## config.mk

```make
export PLATFORM = sky130hd
export DESIGN_NAME = four_channel_dma_controller
export DESIGN_NICKNAME = d
export VERILOG_FILES = /design/src/dma4_pkg.sv /design/src/dma4_arb.sv /design/src/dma4_core.sv /design/src/four_channel_dma_controller.sv
export SDC_FILE = /design/constraint.sdc
export NUM_CORES = 1
export LEC_CHECK = 0
export ABC_AREA = 0
export BUFFER_PORTS_ARGS = -buffer_cell sky130_fd_sc_hd__clkbuf_2
export CORE_ASPECT_RATIO = 0.9
export CORE_MARGIN = 2
export CORE_UTILIZATION = 40
export DETAILED_ROUTE_END_ITERATION = 10
export PLACE_DENSITY_LB_ADDON = 0.25
export SKIP_LAST_GASP = 1
export SLEW_MARGIN = 25
export SYNTH_ARGS = -nofsm -noshare
export SYNTH_HDL_FRONTEND = slang
export SYNTH_SLANG_ARGS = --single-unit
```

## constraint.sdc

```tcl
create_clock -name clk -period 3.82 [get_ports clk]
set_clock_uncertainty 0.15 [all_clocks]
set_input_delay 0.382 -clock clk [delete_from_list [all_inputs] [get_ports clk]]
set_output_delay 0.382 -clock clk [all_outputs]
set_load 0.005 [all_outputs]
```

## src/dma4_pkg.sv

```systemverilog
// shared types and constants for the four-channel dma controller
// no dependencies; imported by every module of the block
`default_nettype none

package dma4_pkg;

	localparam int DEF_NUM_CHANNELS = 4;
	localparam int CH_W             = 2;
	localparam int ADDR_W           = 16;

	typedef enum logic [1:0] {
		CMD_TICK   = 2'd0,
		CMD_WRITE  = 2'd1,
		CMD_STATUS = 2'd2,
		CMD_NOP    = 2'd3
	} cmd_t;

	localparam logic [3:0] MODE_REG        = 4'd8;
	localparam int         MODE_ROTATE_BIT = 4;
	localparam int         MODE_STOP_BIT   = 6;
	localparam logic [7:0] COUNT_HIGH_MASK = 8'h3f;
	localparam logic [1:0] KIND_NONE       = 2'd3;

	typedef struct packed {
		cmd_t       cmd;
		logic [3:0] reg_index;
		logic [7:0] write_data;
		logic [3:0] request_lines;
	} item_t;

	typedef struct packed {
		logic [7:0]        read_data;
		logic              hold_request;
		logic [CH_W-1:0]   grant_channel;
		logic [ADDR_W-1:0] grant_address;
		logic [1:0]        grant_kind;
		logic              channel_done;
		logic              terminal_count;
	} result_t;

	typedef struct packed {
		logic            hit;
		logic [CH_W-1:0] ch;
		logic [CH_W-1:0] next_turn;
	} grant_t;

endpackage

`default_nettype wire

```

## src/dma4_arb.sv

```systemverilog
// channel arbiter: fixed or rotating priority over the requesting channels
// depends on dma4_pkg
`default_nettype none

module dma4_arb import dma4_pkg::*; #(
	parameter int NUM_CHANNELS = DEF_NUM_CHANNELS
) (
	input  wire logic [NUM_CHANNELS-1:0] wants,
	input  wire logic                    rotate,
	input  wire logic [CH_W-1:0]         next_in_turn,
	output grant_t                       grant
);

	always_comb begin
		logic [CH_W:0] s;
		logic [CH_W:0] j;
		grant = '0;
		grant.next_turn = next_in_turn;
		// walk from lowest priority up so the highest one wins
		for (int k = NUM_CHANNELS - 1; k >= 0; k--) begin
			if (rotate) begin
				s = {1'b0, next_in_turn} + (CH_W+1)'(k);
				j = (s >= (CH_W+1)'(NUM_CHANNELS)) ? s - (CH_W+1)'(NUM_CHANNELS) : s;
			end else begin
				s = (CH_W+1)'(k);
				j = s;
			end
			if (wants[j[CH_W-1:0]]) begin
				grant.hit = 1'b1;
				grant.ch  = j[CH_W-1:0];
				if (rotate) begin
					grant.next_turn = (j == (CH_W+1)'(NUM_CHANNELS - 1)) ? '0
						: CH_W'(j + (CH_W+1)'(1));
				end else begin
					grant.next_turn = next_in_turn;
				end
			end
		end
	end

endmodule

`default_nettype wire

```

## src/dma4_core.sv

```systemverilog
// channel register file and per-item update logic
// depends on dma4_pkg and dma4_arb
`default_nettype none

module dma4_core import dma4_pkg::*; #(
	parameter int NUM_CHANNELS = DEF_NUM_CHANNELS
) (
	input  wire logic  clk,
	input  wire logic  arst_n,
	input  wire logic  step,
	input  wire item_t item,
	output result_t    res
);

	logic [NUM_CHANNELS-1:0] en_q, cmp_q;
	logic [ADDR_W-1:0]       addr_q [NUM_CHANNELS];
	logic [15:0]             rem_q  [NUM_CHANNELS];
	logic [1:0]              kind_q [NUM_CHANNELS];
	logic                    low_next_q, rotate_q, stop_q;
	logic [CH_W-1:0]         turn_q, last_q;

	logic [NUM_CHANNELS-1:0] en_d, cmp_d;
	logic [ADDR_W-1:0]       addr_d [NUM_CHANNELS];
	logic [15:0]             rem_d  [NUM_CHANNELS];
	logic [1:0]              kind_d [NUM_CHANNELS];
	logic                    low_next_d, rotate_d, stop_d;
	logic [CH_W-1:0]         turn_d, last_d;

	logic [NUM_CHANNELS-1:0] wants;
	grant_t                  grant;

	always_comb begin
		for (int i = 0; i < NUM_CHANNELS; i++) begin
			wants[i] = en_q[i] & item.request_lines[i];
		end
	end

	dma4_arb #(.NUM_CHANNELS(NUM_CHANNELS)) u_arb (
		.wants        (wants),
		.rotate       (rotate_q),
		.next_in_turn (turn_q),
		.grant        (grant)
	);

	always_comb begin
		logic [2:0] wch;
		logic       reg_ok;
		en_d       = en_q;
		cmp_d      = cmp_q;
		addr_d     = addr_q;
		rem_d      = rem_q;
		kind_d     = kind_q;
		low_next_d = low_next_q;
		rotate_d   = rotate_q;
		stop_d     = stop_q;
		turn_d     = turn_q;
		last_d     = last_q;
		res        = '0;
		res.grant_kind = KIND_NONE;
		wch    = item.reg_index[3:1];
		reg_ok = (item.reg_index < MODE_REG) && (wch < 3'(NUM_CHANNELS));
		unique case (item.cmd)
			CMD_TICK: begin
				if (grant.hit) begin
					turn_d = grant.next_turn;
					last_d = grant.ch;
					res.hold_request  = 1'b1;
					res.grant_channel = grant.ch;
					for (int i = 0; i < NUM_CHANNELS; i++) begin
						if (grant.ch == CH_W'(i)) begin
							res.grant_address = addr_q[i];
							res.grant_kind    = kind_q[i];
							addr_d[i] = addr_q[i] + ADDR_W'(1);
							rem_d[i]  = rem_q[i] - 16'd1;
							if (rem_q[i] == 16'd1) begin
								if (stop_q) en_d[i] = 1'b0;
								cmp_d[i] = 1'b1;
								res.channel_done = 1'b1;
							end
						end
					end
				end
			end
			CMD_WRITE: begin
				if (item.reg_index == MODE_REG) begin
					low_next_d = 1'b1;
					for (int i = 0; i < NUM_CHANNELS; i++) begin
						en_d[i] = item.write_data[i];
					end
					rotate_d = item.write_data[MODE_ROTATE_BIT];
					stop_d   = item.write_data[MODE_STOP_BIT];
				end else if (reg_ok) begin
					low_next_d = !low_next_q;
					for (int i = 0; i < NUM_CHANNELS; i++) begin
						if (wch == 3'(i)) begin
							if (!item.reg_index[0]) begin
								// start address, low byte then high byte
								if (low_next_q) addr_d[i] = {8'h00, item.write_data};
								else addr_d[i] = addr_q[i] | {item.write_data, 8'h00};
							end else if (low_next_q) begin
								rem_d[i] = {8'h00, item.write_data};
							end else begin
								rem_d[i] = (rem_q[i]
									| {item.write_data & COUNT_HIGH_MASK, 8'h00}) + 16'd1;
								kind_d[i] = item.write_data[7:6];
							end
						end
					end
				end
			end
			CMD_STATUS: begin
				res.read_data = 8'(cmp_q);
				cmp_d = '0;
			end
			CMD_NOP: begin
			end
		endcase
		for (int i = 0; i < NUM_CHANNELS; i++) begin
			if (last_d == CH_W'(i)) res.terminal_count = (rem_d[i] == 16'd0);
		end
	end

	always_ff @(posedge clk or negedge arst_n) begin
		if (!arst_n) begin
			en_q       <= '0;
			cmp_q      <= '0;
			low_next_q <= 1'b1;
			rotate_q   <= 1'b0;
			stop_q     <= 1'b0;
			turn_q     <= '0;
			last_q     <= '0;
			for (int i = 0; i < NUM_CHANNELS; i++) begin
				addr_q[i] <= '0;
				rem_q[i]  <= 16'hffff;
				kind_q[i] <= KIND_NONE;
			end
		end else if (step) begin
			en_q       <= en_d;
			cmp_q      <= cmp_d;
			low_next_q <= low_next_d;
			rotate_q   <= rotate_d;
			stop_q     <= stop_d;
			turn_q     <= turn_d;
			last_q     <= last_d;
			addr_q     <= addr_d;
			rem_q      <= rem_d;
			kind_q     <= kind_d;
		end
	end

endmodule

`default_nettype wire

```

## src/four_channel_dma_controller.sv

```systemverilog
// top level of the four-channel dma controller: request register, core, result register
// depends on dma4_pkg, dma4_core and dma4_arb
`default_nettype none

// 8257-style dma controller with up to four channels. each request on the
// slave side is a service tick, a byte register write or a status read
// (s_tuser) and yields exactly one result on the master side. a request is
// held in an input register, runs through one level of arbitration and
// channel update logic, and lands in a result register, so one request is
// taken every clock while results keep draining. the channel register file is
// updated in the same cycle a request moves into the result register, so
// back-to-back requests always see the state left by the one before. s_tready
// drops only when both the input and result registers are full and the result
// is not being taken.
module four_channel_dma_controller import dma4_pkg::*; #(
	parameter int NUM_CHANNELS = DEF_NUM_CHANNELS
) (
	input  wire logic        clk,
	input  wire logic        arst_n,
	// request channel
	input  wire logic        s_tvalid,
	output logic             s_tready,
	input  wire logic [1:0]  s_tuser,  // command
	input  wire logic [15:0] s_tdata,  // reg_index[3:0], write_data[11:4], request_lines[15:12]
	// result channel
	output logic             m_tvalid,
	input  wire logic        m_tready,
	output logic [1:0]       m_tuser,  // grant_kind
	// read_data[7:0], hold_request[8], grant_channel[10:9], grant_address[26:11],
	// channel_done[27], terminal_count[28], zero pad [31:29]
	output logic [31:0]      m_tdata
);

	// input register
	logic    valid_s1;
	item_t   item_s1;
	// result register
	logic    valid_q;
	result_t res_q;

	result_t res_d;
	logic    adv;

	// request in the input register moves on when the result slot frees up
	assign adv      = valid_s1 && (!valid_q || m_tready);
	assign s_tready = !valid_s1 || adv;

	always_ff @(posedge clk or negedge arst_n) begin
		if (!arst_n) begin
			valid_s1 <= 1'b0;
		end else if (s_tready) begin
			valid_s1 <= s_tvalid;
		end
	end

	always_ff @(posedge clk or negedge arst_n) begin
		if (!arst_n) begin
			item_s1 <= '0;
		end else if (s_tvalid && s_tready) begin
			item_s1.cmd           <= cmd_t'(s_tuser);
			item_s1.reg_index     <= s_tdata[3:0];
			item_s1.write_data    <= s_tdata[11:4];
			item_s1.request_lines <= s_tdata[15:12];
		end
	end

	// channel state and the per-request work
	dma4_core #(.NUM_CHANNELS(NUM_CHANNELS)) u_core (
		.clk    (clk),
		.arst_n (arst_n),
		.step   (adv),
		.item   (item_s1),
		.res    (res_d)
	);

	always_ff @(posedge clk or negedge arst_n) begin
		if (!arst_n) begin
			valid_q <= 1'b0;
		end else if (adv) begin
			valid_q <= 1'b1;
		end else if (m_tready) begin
			valid_q <= 1'b0;
		end
	end

	always_ff @(posedge clk) begin
		if (adv) res_q <= res_d;
	end

	assign m_tvalid = valid_q;
	assign m_tuser  = res_q.grant_kind;
	assign m_tdata  = {3'b000, res_q.terminal_count, res_q.channel_done,
		res_q.grant_address, res_q.grant_channel, res_q.hold_request, res_q.read_data};

`ifndef SYNTH
	// a stall on the request side means both registers are full
	a_stall_full: assert property (@(posedge clk) disable iff (!arst_n)
		!s_tready |-> (valid_s1 && valid_q))
		else $error("request stalled with a free register");

	// completion pulse only comes with a grant
	a_done_grant: assert property (@(posedge clk) disable iff (!arst_n)
		(valid_q && res_q.channel_done) |-> res_q.hold_request)
		else $error("channel_done without a grant");

	// no grant means no transfer kind and no address
	a_idle_kind: assert property (@(posedge clk) disable iff (!arst_n)
		(valid_q && !res_q.hold_request) |->
		(res_q.grant_kind == KIND_NONE && res_q.grant_address == '0))
		else $error("idle result carries transfer fields");

	// status byte and a grant never share one result
	a_status_excl: assert property (@(posedge clk) disable iff (!arst_n)
		(valid_q && res_q.read_data != 8'h00) |-> !res_q.hold_request)
		else $error("status byte on a granted tick");

	// granted channel exists
	a_grant_range: assert property (@(posedge clk) disable iff (!arst_n)
		(valid_q && res_q.hold_request) |->
		({1'b0, res_q.grant_channel} < (CH_W+1)'(NUM_CHANNELS)))
		else $error("grant to an absent channel");
`endif

endmodule

`default_nettype wire

```

Word level (Yosys, flattened, before mapping)
Cells that the tools add are included.

cells by class
  $add $sub $neg = 23
  order comparisons = 10
  eq/ne operators = 38
  muxes and demuxes = 109
  bitwise gates (word level) = 14
  reduce and logical (&&, ||, !) cells = 41

operators by type and width
  operator               number
  $mux 16                32
  $mux 64                6
  $pmux 64 s2            2
  $add 16x1->16 const B  8
  $mux 19                4
  $eq 16x1->1 const B    4
  $logic_not 16->1       4
  $or 16x14->16          4
  $or 16x16->16          4
  $sub 16x1->16 const B  4
  $reduce_and 7->1       8
  $mux 1                 33
  $ne 2x1->1 const B     16
  $reduce_and 8->1       4
  $reduce_and 5->1       5
  $mux 3                 8
  $mux 22                1
  $mux 2                 10
  $mux 5                 4
  $eq 3x2->1 const B     6
  $pmux 4 s2             2
  $lt 2x3->1 const B     4
  $mux 4                 3
  $eq 2x2->1 const B     5
  other kinds (25)       54

word-level totals
  bits in registers = 202
  output and inout port bits = 36

Longest topological paths before layout
Gate-level depths: netlist of the first run.

  depth in word-level cells = 20
  gate-level depth with buffers = 13
  mapped depth without buffers = 11

By module
From an unflattened synthesis of the first run, not the netlist that was laid out.

unflattened totals
  cells, all modules = 1906
  area total of the unflattened synthesis = 15647.5 µm²

modules (own cells, without submodules)
  module                       instances  cells an instance  area an instance (µm²)  seq. area each (µm²)
  dma4_core                    1          1687               13050.0                 3870.0
  four_channel_dma_controller  1          145                2050.7                  1431.4
  dma4_arb                     1          74                 546.8                   0.0

Least setup slack after synthesis of the first run
OpenSTA, ideal clock, no wires.

  kind = reg-to-reg
  from = register u_core.rem_q[25] in the netlist's numbering
  to = register res_q, in the netlist m_tdata[28], data pin
  arrival = 2.915 ns
  required time = 3.513 ns
  setup slack = 0.598 ns
  stages on the path, launching flop included = 12
  period minus slack after synthesis = 3.222 ns
  cells stage by stage = dfstp_2 -> clkbuf_1 -> o221ai_1 -> nor3_1 -> nor3b_1 -> mux2_2 -> a32oi_1 -> nor2_1 -> a221o_1 -> a2111oi_2 -> a41oi_1 -> a32oi_1

RTL lines
  element                   RTL line                           RTL
  start: declaration        dma4_core.sv:17                    logic [15:0] rem_q [NUM_CHANNELS];
  start signal: assignment  dma4_core.sv:146                   rem_q <= rem_d;
  end signal: assignment    four_channel_dma_controller.sv:87  if (adv) res_q <= res_d;
  end: declaration          four_channel_dma_controller.sv:39  result_t res_q;

==> flow_summary_export.csv, run 1 <==
group,metric,value,unit
setup_path,crit_type,"flop to flop",
synth,post_synth_num_cell_types,102,
sta,maxSlewViolCount,0,
sta,worstMarginPinSlew,1.05,ns
setup_path,reg2regPathDepth,11,
clocking,clock_latency,0.49,ns
floorplanning,ios,58,
sta,clock.fmax,272,MHz
setup_path,cp_slowest_stage_delay,0.56,ns
setup_path,crit_chain,"buf_4, a21boi_0, o211a_1, a21o_1, nor4_4, buf_4, nand3_2, a311oi_2, nand4_1, or3_1, a32oi_1",
setup_path,worstPathMaxFanout,17,
setup_path,crit_top_cell,"buf_4",
synth,ys_ff_latch,198,
synth,postSynthCellCount,2099,
floorplanning,dieArea,41300,um2
synth,ys_warn_count,0,
sta,whs,0.0477,ns
clocking,cts_tree,"yes",
setup_path,ff2ff_setup_slack,0.15,ns
cells_and_area,fillers,3975,
setup_path,crit_slowest_cell,"nor4_4",
clocking,clk_pin_slew,0.08,ns
sta,relSlewSlack,0.301,
drt,drt-vias-per-instance,6.60,
global_routing,first_global_vias,15962,
setup_path,cp.arrival,3.85,ns
setup_path,critPathRequiredTime,3.99,ns
floorplanning,die_w,214,um
sta,finalHoldViolations,0,
drt,num_vias,17597,
cells_and_area,antennaDiodeCount,0,
drt,wl,65200,um
placement,dpl_cell_area,17000,um2
synth,yosysTopAreaCell,"dfrtp_1",
pwr,pwr_density_cell,680,nW/um2
global_routing,gr-total-overflow,0,
global_routing,grt_max_degree,79,
run_status,status,"completed",
floorplanning,initial_core_util,0.404,
floorplanning,rows,69,
synth,yosysSeqAreaShare,0.326,
synth,synth_top_area_frac,0.154,
drt,drtIter0Drc,2648,
drt,wl_per_cell,24.4,um
placement,port_buffers,50,
hold_path,hold_path_class,"primary input to flop",
pwr,p_leak,0.00667,uW
synth,synth_edf_count,27,
setup_path,cp-end-kind,"flop",
hold_path,holdPathStages,2,
cells_and_area,fin_area,17900,um2
cells_and_area,drive_gt1_frac,0.174,
clocking,numCtsBuffers,17,
drt,drt_first_pass_iters,6,
sta,min_period,3.67,ns
drt,drc,0,
flow_run,drv_cap,0,
floorplanning,die_y,193,um
global_routing,grt_pass1_wl,98500,um
floorplanning,core_area,39400,um2
placement,gp_congestion,1.02,
synth,ys_top_cells_by_area,"dfrtp_1 (15%), dfstp_2 (12%), nand2_1 (6.9%)",
cells_and_area,area.growth.synth_to_final,12.8,%
global_routing,antenna_found_initial,0,
synth,synth_area,15900,um2
setup_path,cp-start-kind,"flop",
synth,postSynthAreaPerCell,7.57,um2
pwr,irDropWorstVdd,0.309,mV
drt,drtAntennaViolNets,0,
clocking,cts_buffer_depth,2,
sta,finalCritPeriodShare,0.961,
synth,synth_ff_type,"dfrtp_1",
synth,synthArstFlopShare,0.864,
cells_and_area,final_core_util,0.456,
clocking,cts_root_buf,"clkbuf_16",
clocking,cts_max_level,4,
cells_and_area,finish.net_count,2159,
sta,setup_viol,0,
placement,dpl.hpwl,45600,um
global_routing,grt_use_total,0.310,
clocking,clock_sink_count,198,
==> state kept, by name (all words and copies together) (netlist names) <==
register           flops
u_core.low_next_q      1
u_core.last_q          2
valid_s1               1
m_tvalid               1
item_s1               18
u_core.kind_q          8
m_tuser                2
m_tdata               25
u_core.turn_q          2
u_core.stop_q          1
u_core.addr_q         64
u_core.en_q            4
u_core.cmp_q           4
u_core.rem_q          64
u_core.rotate_q        1
==> power by group <==
part / internal [uW] / total [uW] / switching, uW
combinational: 2100 / 5740 / 3650
clock: 1100 / 2060 / 960
sequential: 3040 / 4390 / 1350
==> stage by stage <==
stage / setup TNS (ns) / total power [uW] / std cells / setup WS [ns]
after global routing: -0.0101 / 12900 / 2666 / -0.0101
after CTS: 0 / 11900 / 2662 / 0.0389
after floorplan: 0 / 7630 / 2105 / 0.598
final: 0 / 12200 / 2666 / 0.147
after detailed placement: 0 / 9810 / 2613 / 0.0690
after global placement: 0 / 9760 / 2613 / 0.0504
==> final timing paths <==
path                             startpoint          endpoint
hold reg to reg            u_core.last_q[0]  u_core.last_q[0]
setup / recovery           u_core.turn_q[0]       m_tdata[28]
hold / removal                  s_tdata[11]       item_s1[11]
min in group asynchronous            arst_n        item_s1[7]
setup reg to reg           u_core.turn_q[0]       m_tdata[28]
max in group asynchronous            arst_n  u_core.kind_q[4]
==> Yosys cell counts, types with 28 or more instances <==
master,count
dfrtp_1,98
mux2_2,34
o22ai_1,28
nand4_1,36
o21ai_0,208
nor2_1,173
nor3_1,67
a31oi_1,39
inv_1,45
nand2_1,293
nor4_1,32
a21oi_1,198
dfstp_2,73
nand3_1,85
clkbuf_1,141
==> timing repair <==
item,in CTS,in global routing
hold buffers,17,0
setup endpoints to repair,0,1
setup buffers,0,4
endpoints found under the hold margin,56,0
resized for setup,0,11
==> per-layer routing <==
metal | part of all wire | track usage | vias up
met2 | 0.41 | 0.445 | 1122
li1 | - | - | 7854
met4 | 0.036 | 0.121 | 0
met1 | 0.44 | 0.450 | 8456
met5 | 0 | 0 | -
met3 | 0.11 | 0.0704 | 165
==> final cells by class <==
class / instances / area (um2) / area share
multi-input cells: 1671 / 9840 / 0.549
flip-flops and latches: 198 / 5190 / 0.289
repair buffers: 187 / 1420 / 0.0789
well taps: 532 / 666 / 0.0371
clock buffers: 21 / 503 / 0.0280
inverters: 46 / 173 / 0.00963
clock inverters: 11 / 149 / 0.00830
==> placed cells by master (no fill, tap or decap), types with 20 or more instances in the layout <==
cell type / netlist / layout
and3_1: 25 / 25
o21ai_0: 208 / 207
nor2_1: 173 / 171
nand4_1: 36 / 36
mux2_2: 34 / 34
nor4_1: 32 / 32
dfstp_2: 73 / 73
o211ai_1: 21 / 21
a31oi_1: 39 / 39
clkbuf_2: 0 / 49
o22ai_1: 28 / 28
a22oi_1: 20 / 20
mux2i_1: 20 / 20
o31ai_1: 23 / 23
nand3_1: 85 / 84
nand2_1: 293 / 292
inv_1: 45 / 45
edfxtp_1: 27 / 27
dfrtp_1: 98 / 92
buf_4: 10 / 113
a21oi_1: 198 / 198
nor3_1: 67 / 66
==> worst max-delay path, delay by kind of cell (launching register included) <==
| family | cells | cell delay (ns) |
|---|---|---|
| AND/OR/NAND/NOR | 4 | 1.19 |
| AO/OA/AOI/OAI | 5 | 1.17 |
| buffers and inverters | 2 | 0.51 |
| flip-flops | 1 | 0.49 |
==> kinds of logic (layout without fill, tap and decap cells) <==
kind of cell / after synthesis / count (layout) / share of synthesized area
mux: 55 / 55 / 0.0376
other cells: 1 / 7 / 0.000236
simple gates: 853 / 853 / 0.265
fa+ha+maj: 16 / 16 / 0.0126
xor+xnor: 12 / 12 / 0.00661
buf+inv: 236 / 265 / 0.0616
compound gates: 728 / 728 / 0.291
flops: 198 / 198 / 0.326
Note: power is estimated with default switching activity, not from simulation.
==> inputs of run 2 (changes only) <==
--- a/config.mk
+++ b/config.mk
@@ -16,4 +16,5 @@
 export SLEW_MARGIN = 25
 export SYNTH_ARGS = -nofsm -noshare
 export SYNTH_HDL_FRONTEND = slang
+export SYNTH_HIERARCHICAL = 1
 export SYNTH_SLANG_ARGS = --single-unit
==> run 2 against run 1 <==
  * Critical path type unchanged
  * Die area fell by 1.5%
  * Via count fell by 8.1%
  * Register-to-register slack got worse by 0.46 ns
  * Core utilization rose by 3.7 points
  * The run now ends with negative setup slack left
  * Global-route usage fell by 2.9 points
  * Highest routed layer unchanged
  * Non-clock buffer count rose by 95
  * Maximum frequency fell by 11%
  * Count of clock-buffer cells in the layout rose by 15
  * Critical path depth rose by 8
  * Setup slack got worse by 0.46 ns
  * Sequential cell count rose by 4
==> flow_summary_export.csv, run 2 <==
group,metric,value,unit
synth,synth_edf_count,31,
hold_path,hold_path_class,"primary input to flop",
setup_path,cp_num_buf_inv,5,
floorplanning,die_y,192,um
global_routing,grt_use_total,0.281,
clocking,cts_tree,"yes",
setup_path,crit_start,"u_core/turn_q[0]",
setup_path,cp.arrival,4.38,ns
synth,ys_warn_count,6,
clocking,cts_buffer_depth,3,
setup_path,crit_type,"flop to flop",
clocking,clk_pin_slew,0.06,ns
cells_and_area,fin_area,19000,um2
floorplanning,core_area,38500,um2
drt,num_vias,16166,
sta,finalCritPeriodShare,1.08,
hold_path,hold_path_startpoint,"m_tready",
synth,postSynthAreaPerCell,8.21,um2
cells_and_area,final_cell_mix,"nor2_1 (202), buf_4 (198), nand2_1 (166), a21oi_1 (144), o21ai_0 (135)",
setup_path,cp-start-kind,"flop",
pwr,p_leak,0.00744,uW
synth,synth_top_area_frac,0.157,
pwr,pwr_density_cell,650,nW/um2
placement,gp_congestion,0.963,
global_routing,gr-total-overflow,0,
sta,whs,0.237,ns
drt,drtIter0Drc,1897,
sta,relSlewSlack,0.383,
clocking,clock_latency,0.56,ns
floorplanning,initial_core_util,0.407,
sta,worstMarginPinSlew,0.925,ns
pwr,irDropWorstVdd,0.349,mV
sta,maxSlewViolCount,0,
run_status,violations,"negative setup slack",
synth,ys_ff_latch,202,
synth,postSynthCellCount,1906,
synth,synth_area,15600,um2
run_status,status,"finished with violations",
synth,synthArstFlopShare,0.847,
global_routing,grt_pass1_wl,89600,um
drt,drt-vias-per-instance,6.22,
synth,yosysSeqAreaShare,0.339,
drt,wl_per_cell,22.1,um
cells_and_area,drive_gt1_frac,0.250,
floorplanning,die_w,212,um
setup_path,crit_family,"compound AO/OA/AOI/OAI gates",
synth,yosysMostFrequentCell,"nor2_1",
setup_path,ff2ff_setup_slack,-0.31,ns
setup_path,cp_slowest_stage_delay,0.42,ns
setup_path,crit_chain,"ha_4, mux2_4, a21o_4, a31oi_4, o32a_4, o21ai_4, buf_6, buf_4, nand4bb_1, buf_4, nor3_2, buf_4, nand3_1, nor2b_4, a21o_1, nor4_2, buf_4, a311oi_4, a31oi_1",
setup_path,r2r-start,"u_core/turn_q[0]",
cells_and_area,final_common_cell,"nor2_1",
sta,min_period,4.13,ns
sta,final.setup.worst_slack,-0.311,ns
global_routing,grt_max_degree,89,
setup_path,cp-end-kind,"flop",
drt,drc,0,
cells_and_area,finish.net_count,2091,
setup_path,worstPathMaxFanout,7,
floorplanning,ios,58,
synth,synth_ff_type,"dfrtp_1",
clocking,clock_sink_count,202,
placement,dpl.hpwl,40100,um
flow_run,drv_cap,0,
placement,port_buffers,54,
setup_path,crit_slowest_cell,"dfrtp_1",
global_routing,antenna_found_initial,1,
sta,clock.fmax,242,MHz
sta,finalHoldViolations,0,
global_routing,first_global_vias,15160,
clocking,cts_root_buf,"clkbuf_16",
placement,dpl_cell_area,17400,um2
setup_path,reg2regPathDepth,19,
cells_and_area,area.growth.synth_to_final,21.1,%
setup_path,crit_top_cell,"buf_4",
synth,yosysTopAreaCell,"dfrtp_1",
hold_path,min_to,"item_s1[12]",
sta,setup-tns-final,-0.311,ns
sta,setup_viol,1,
clocking,cts_max_level,1,
floorplanning,dieArea,40700,um2
setup_path,critPathRequiredTime,4.07,ns
drt,drt_first_pass_iters,6,
setup_path,reg2reg_to,"m_tdata[28]",
drt,wl,57500,um
sta,rsz0062_at_grt,"yes",
clocking,numCtsBuffers,26,
hold_path,holdPathStages,3,
floorplanning,rows,68,
synth,post_synth_num_cell_types,103,
synth,yosys-top-cells-count,"nor2_1 (202), nand2_1 (167), a21oi_1 (147), o21ai_0 (140), clkbuf_1 (116)",
drt,drtAntennaViolNets,0,
synth,ys_top_cells_by_area,"dfrtp_1 (16%), dfstp_2 (12%), edfxtp_1 (5.9%)",
run 2: per-stage QoR:
stage,utilization,total power [uW],cells,setup WS (ns)
6_report,0.493,12300,2599,-0.311
5_1_grt,0.493,13000,2597,-0.464
4_1_cts,0.487,12100,2587,-0.190
3_5_place_dp,0.453,9310,2513,-0.617
3_3_place_gp,0.453,9240,2513,-0.581
2_1_floorplan,-,7160,1911,0.0294
run 2: kinds of logic after synthesis:
kind of cell,share of synthesized area
adder cells (fa/ha/maj),0.0136
flip-flops,0.339
AO/OA/AOI/OAI,0.220
buffers and inverters,0.0591
AND/OR/NAND/NOR,0.273
other,0.000480
multiplexers,0.0757
XOR/XNOR,0.0190
run 2: metal layers:
metal | share of wire | up-vias | GRT usage
met5 | 0 | - | 0
met4 | 0.035 | 0 | 0.0898
met3 | 0.087 | 123 | 0.0562
met2 | 0.42 | 749 | 0.408
met1 | 0.45 | 7914 | 0.416
li1 | - | 7380 | -
run 2: how the worst max path moves through the flow:
stage,endpoint,slack [ns],cells past startpoint
after floorplan,m_tdata[28],0.03,17
after global placement,m_tdata[28],-0.58,16
after detailed placement,m_tdata[28],-0.62,16
after CTS,m_tdata[28],-0.19,16
after global routing,m_tdata[28],-0.46,20
final,m_tdata[28],-0.31,19
run 2: cell type report:
cell class | count | area [um2]
Fill cell | 3713 | 19500
Multi-Input combinational cell | 1496 | 9840
Sequential cell | 202 | 5300
Timing Repair Buffer | 282 | 2150
Clock buffer | 36 | 729
Tap cell | 525 | 657
Inverter | 44 | 165
Clock inverter | 12 | 113
Antenna cell | 2 | 5.00
run 2: timing repair:
action,CTS,global route
hold buffers,19,0
setup endpoints to repair,7,19
hold endpoints to repair,70,0
buffers inserted,7,10
gates resized for setup,40,30
gates cloned,0,0
pin swaps,15,18
run 2: worst min-delay path: stages:
cell and delay (ns):
clkbuf_2 0.28, nand4b_1 0.16, o211ai_1 0.08
run 2: power by group:
part | internal [uW] | total, uW | switching (uW)
clock | 1460 | 2480 | 1020
sequential | 3040 | 4230 | 1190
combinational | 2530 | 5620 | 3080
total | 7030 | 12300 | 5290
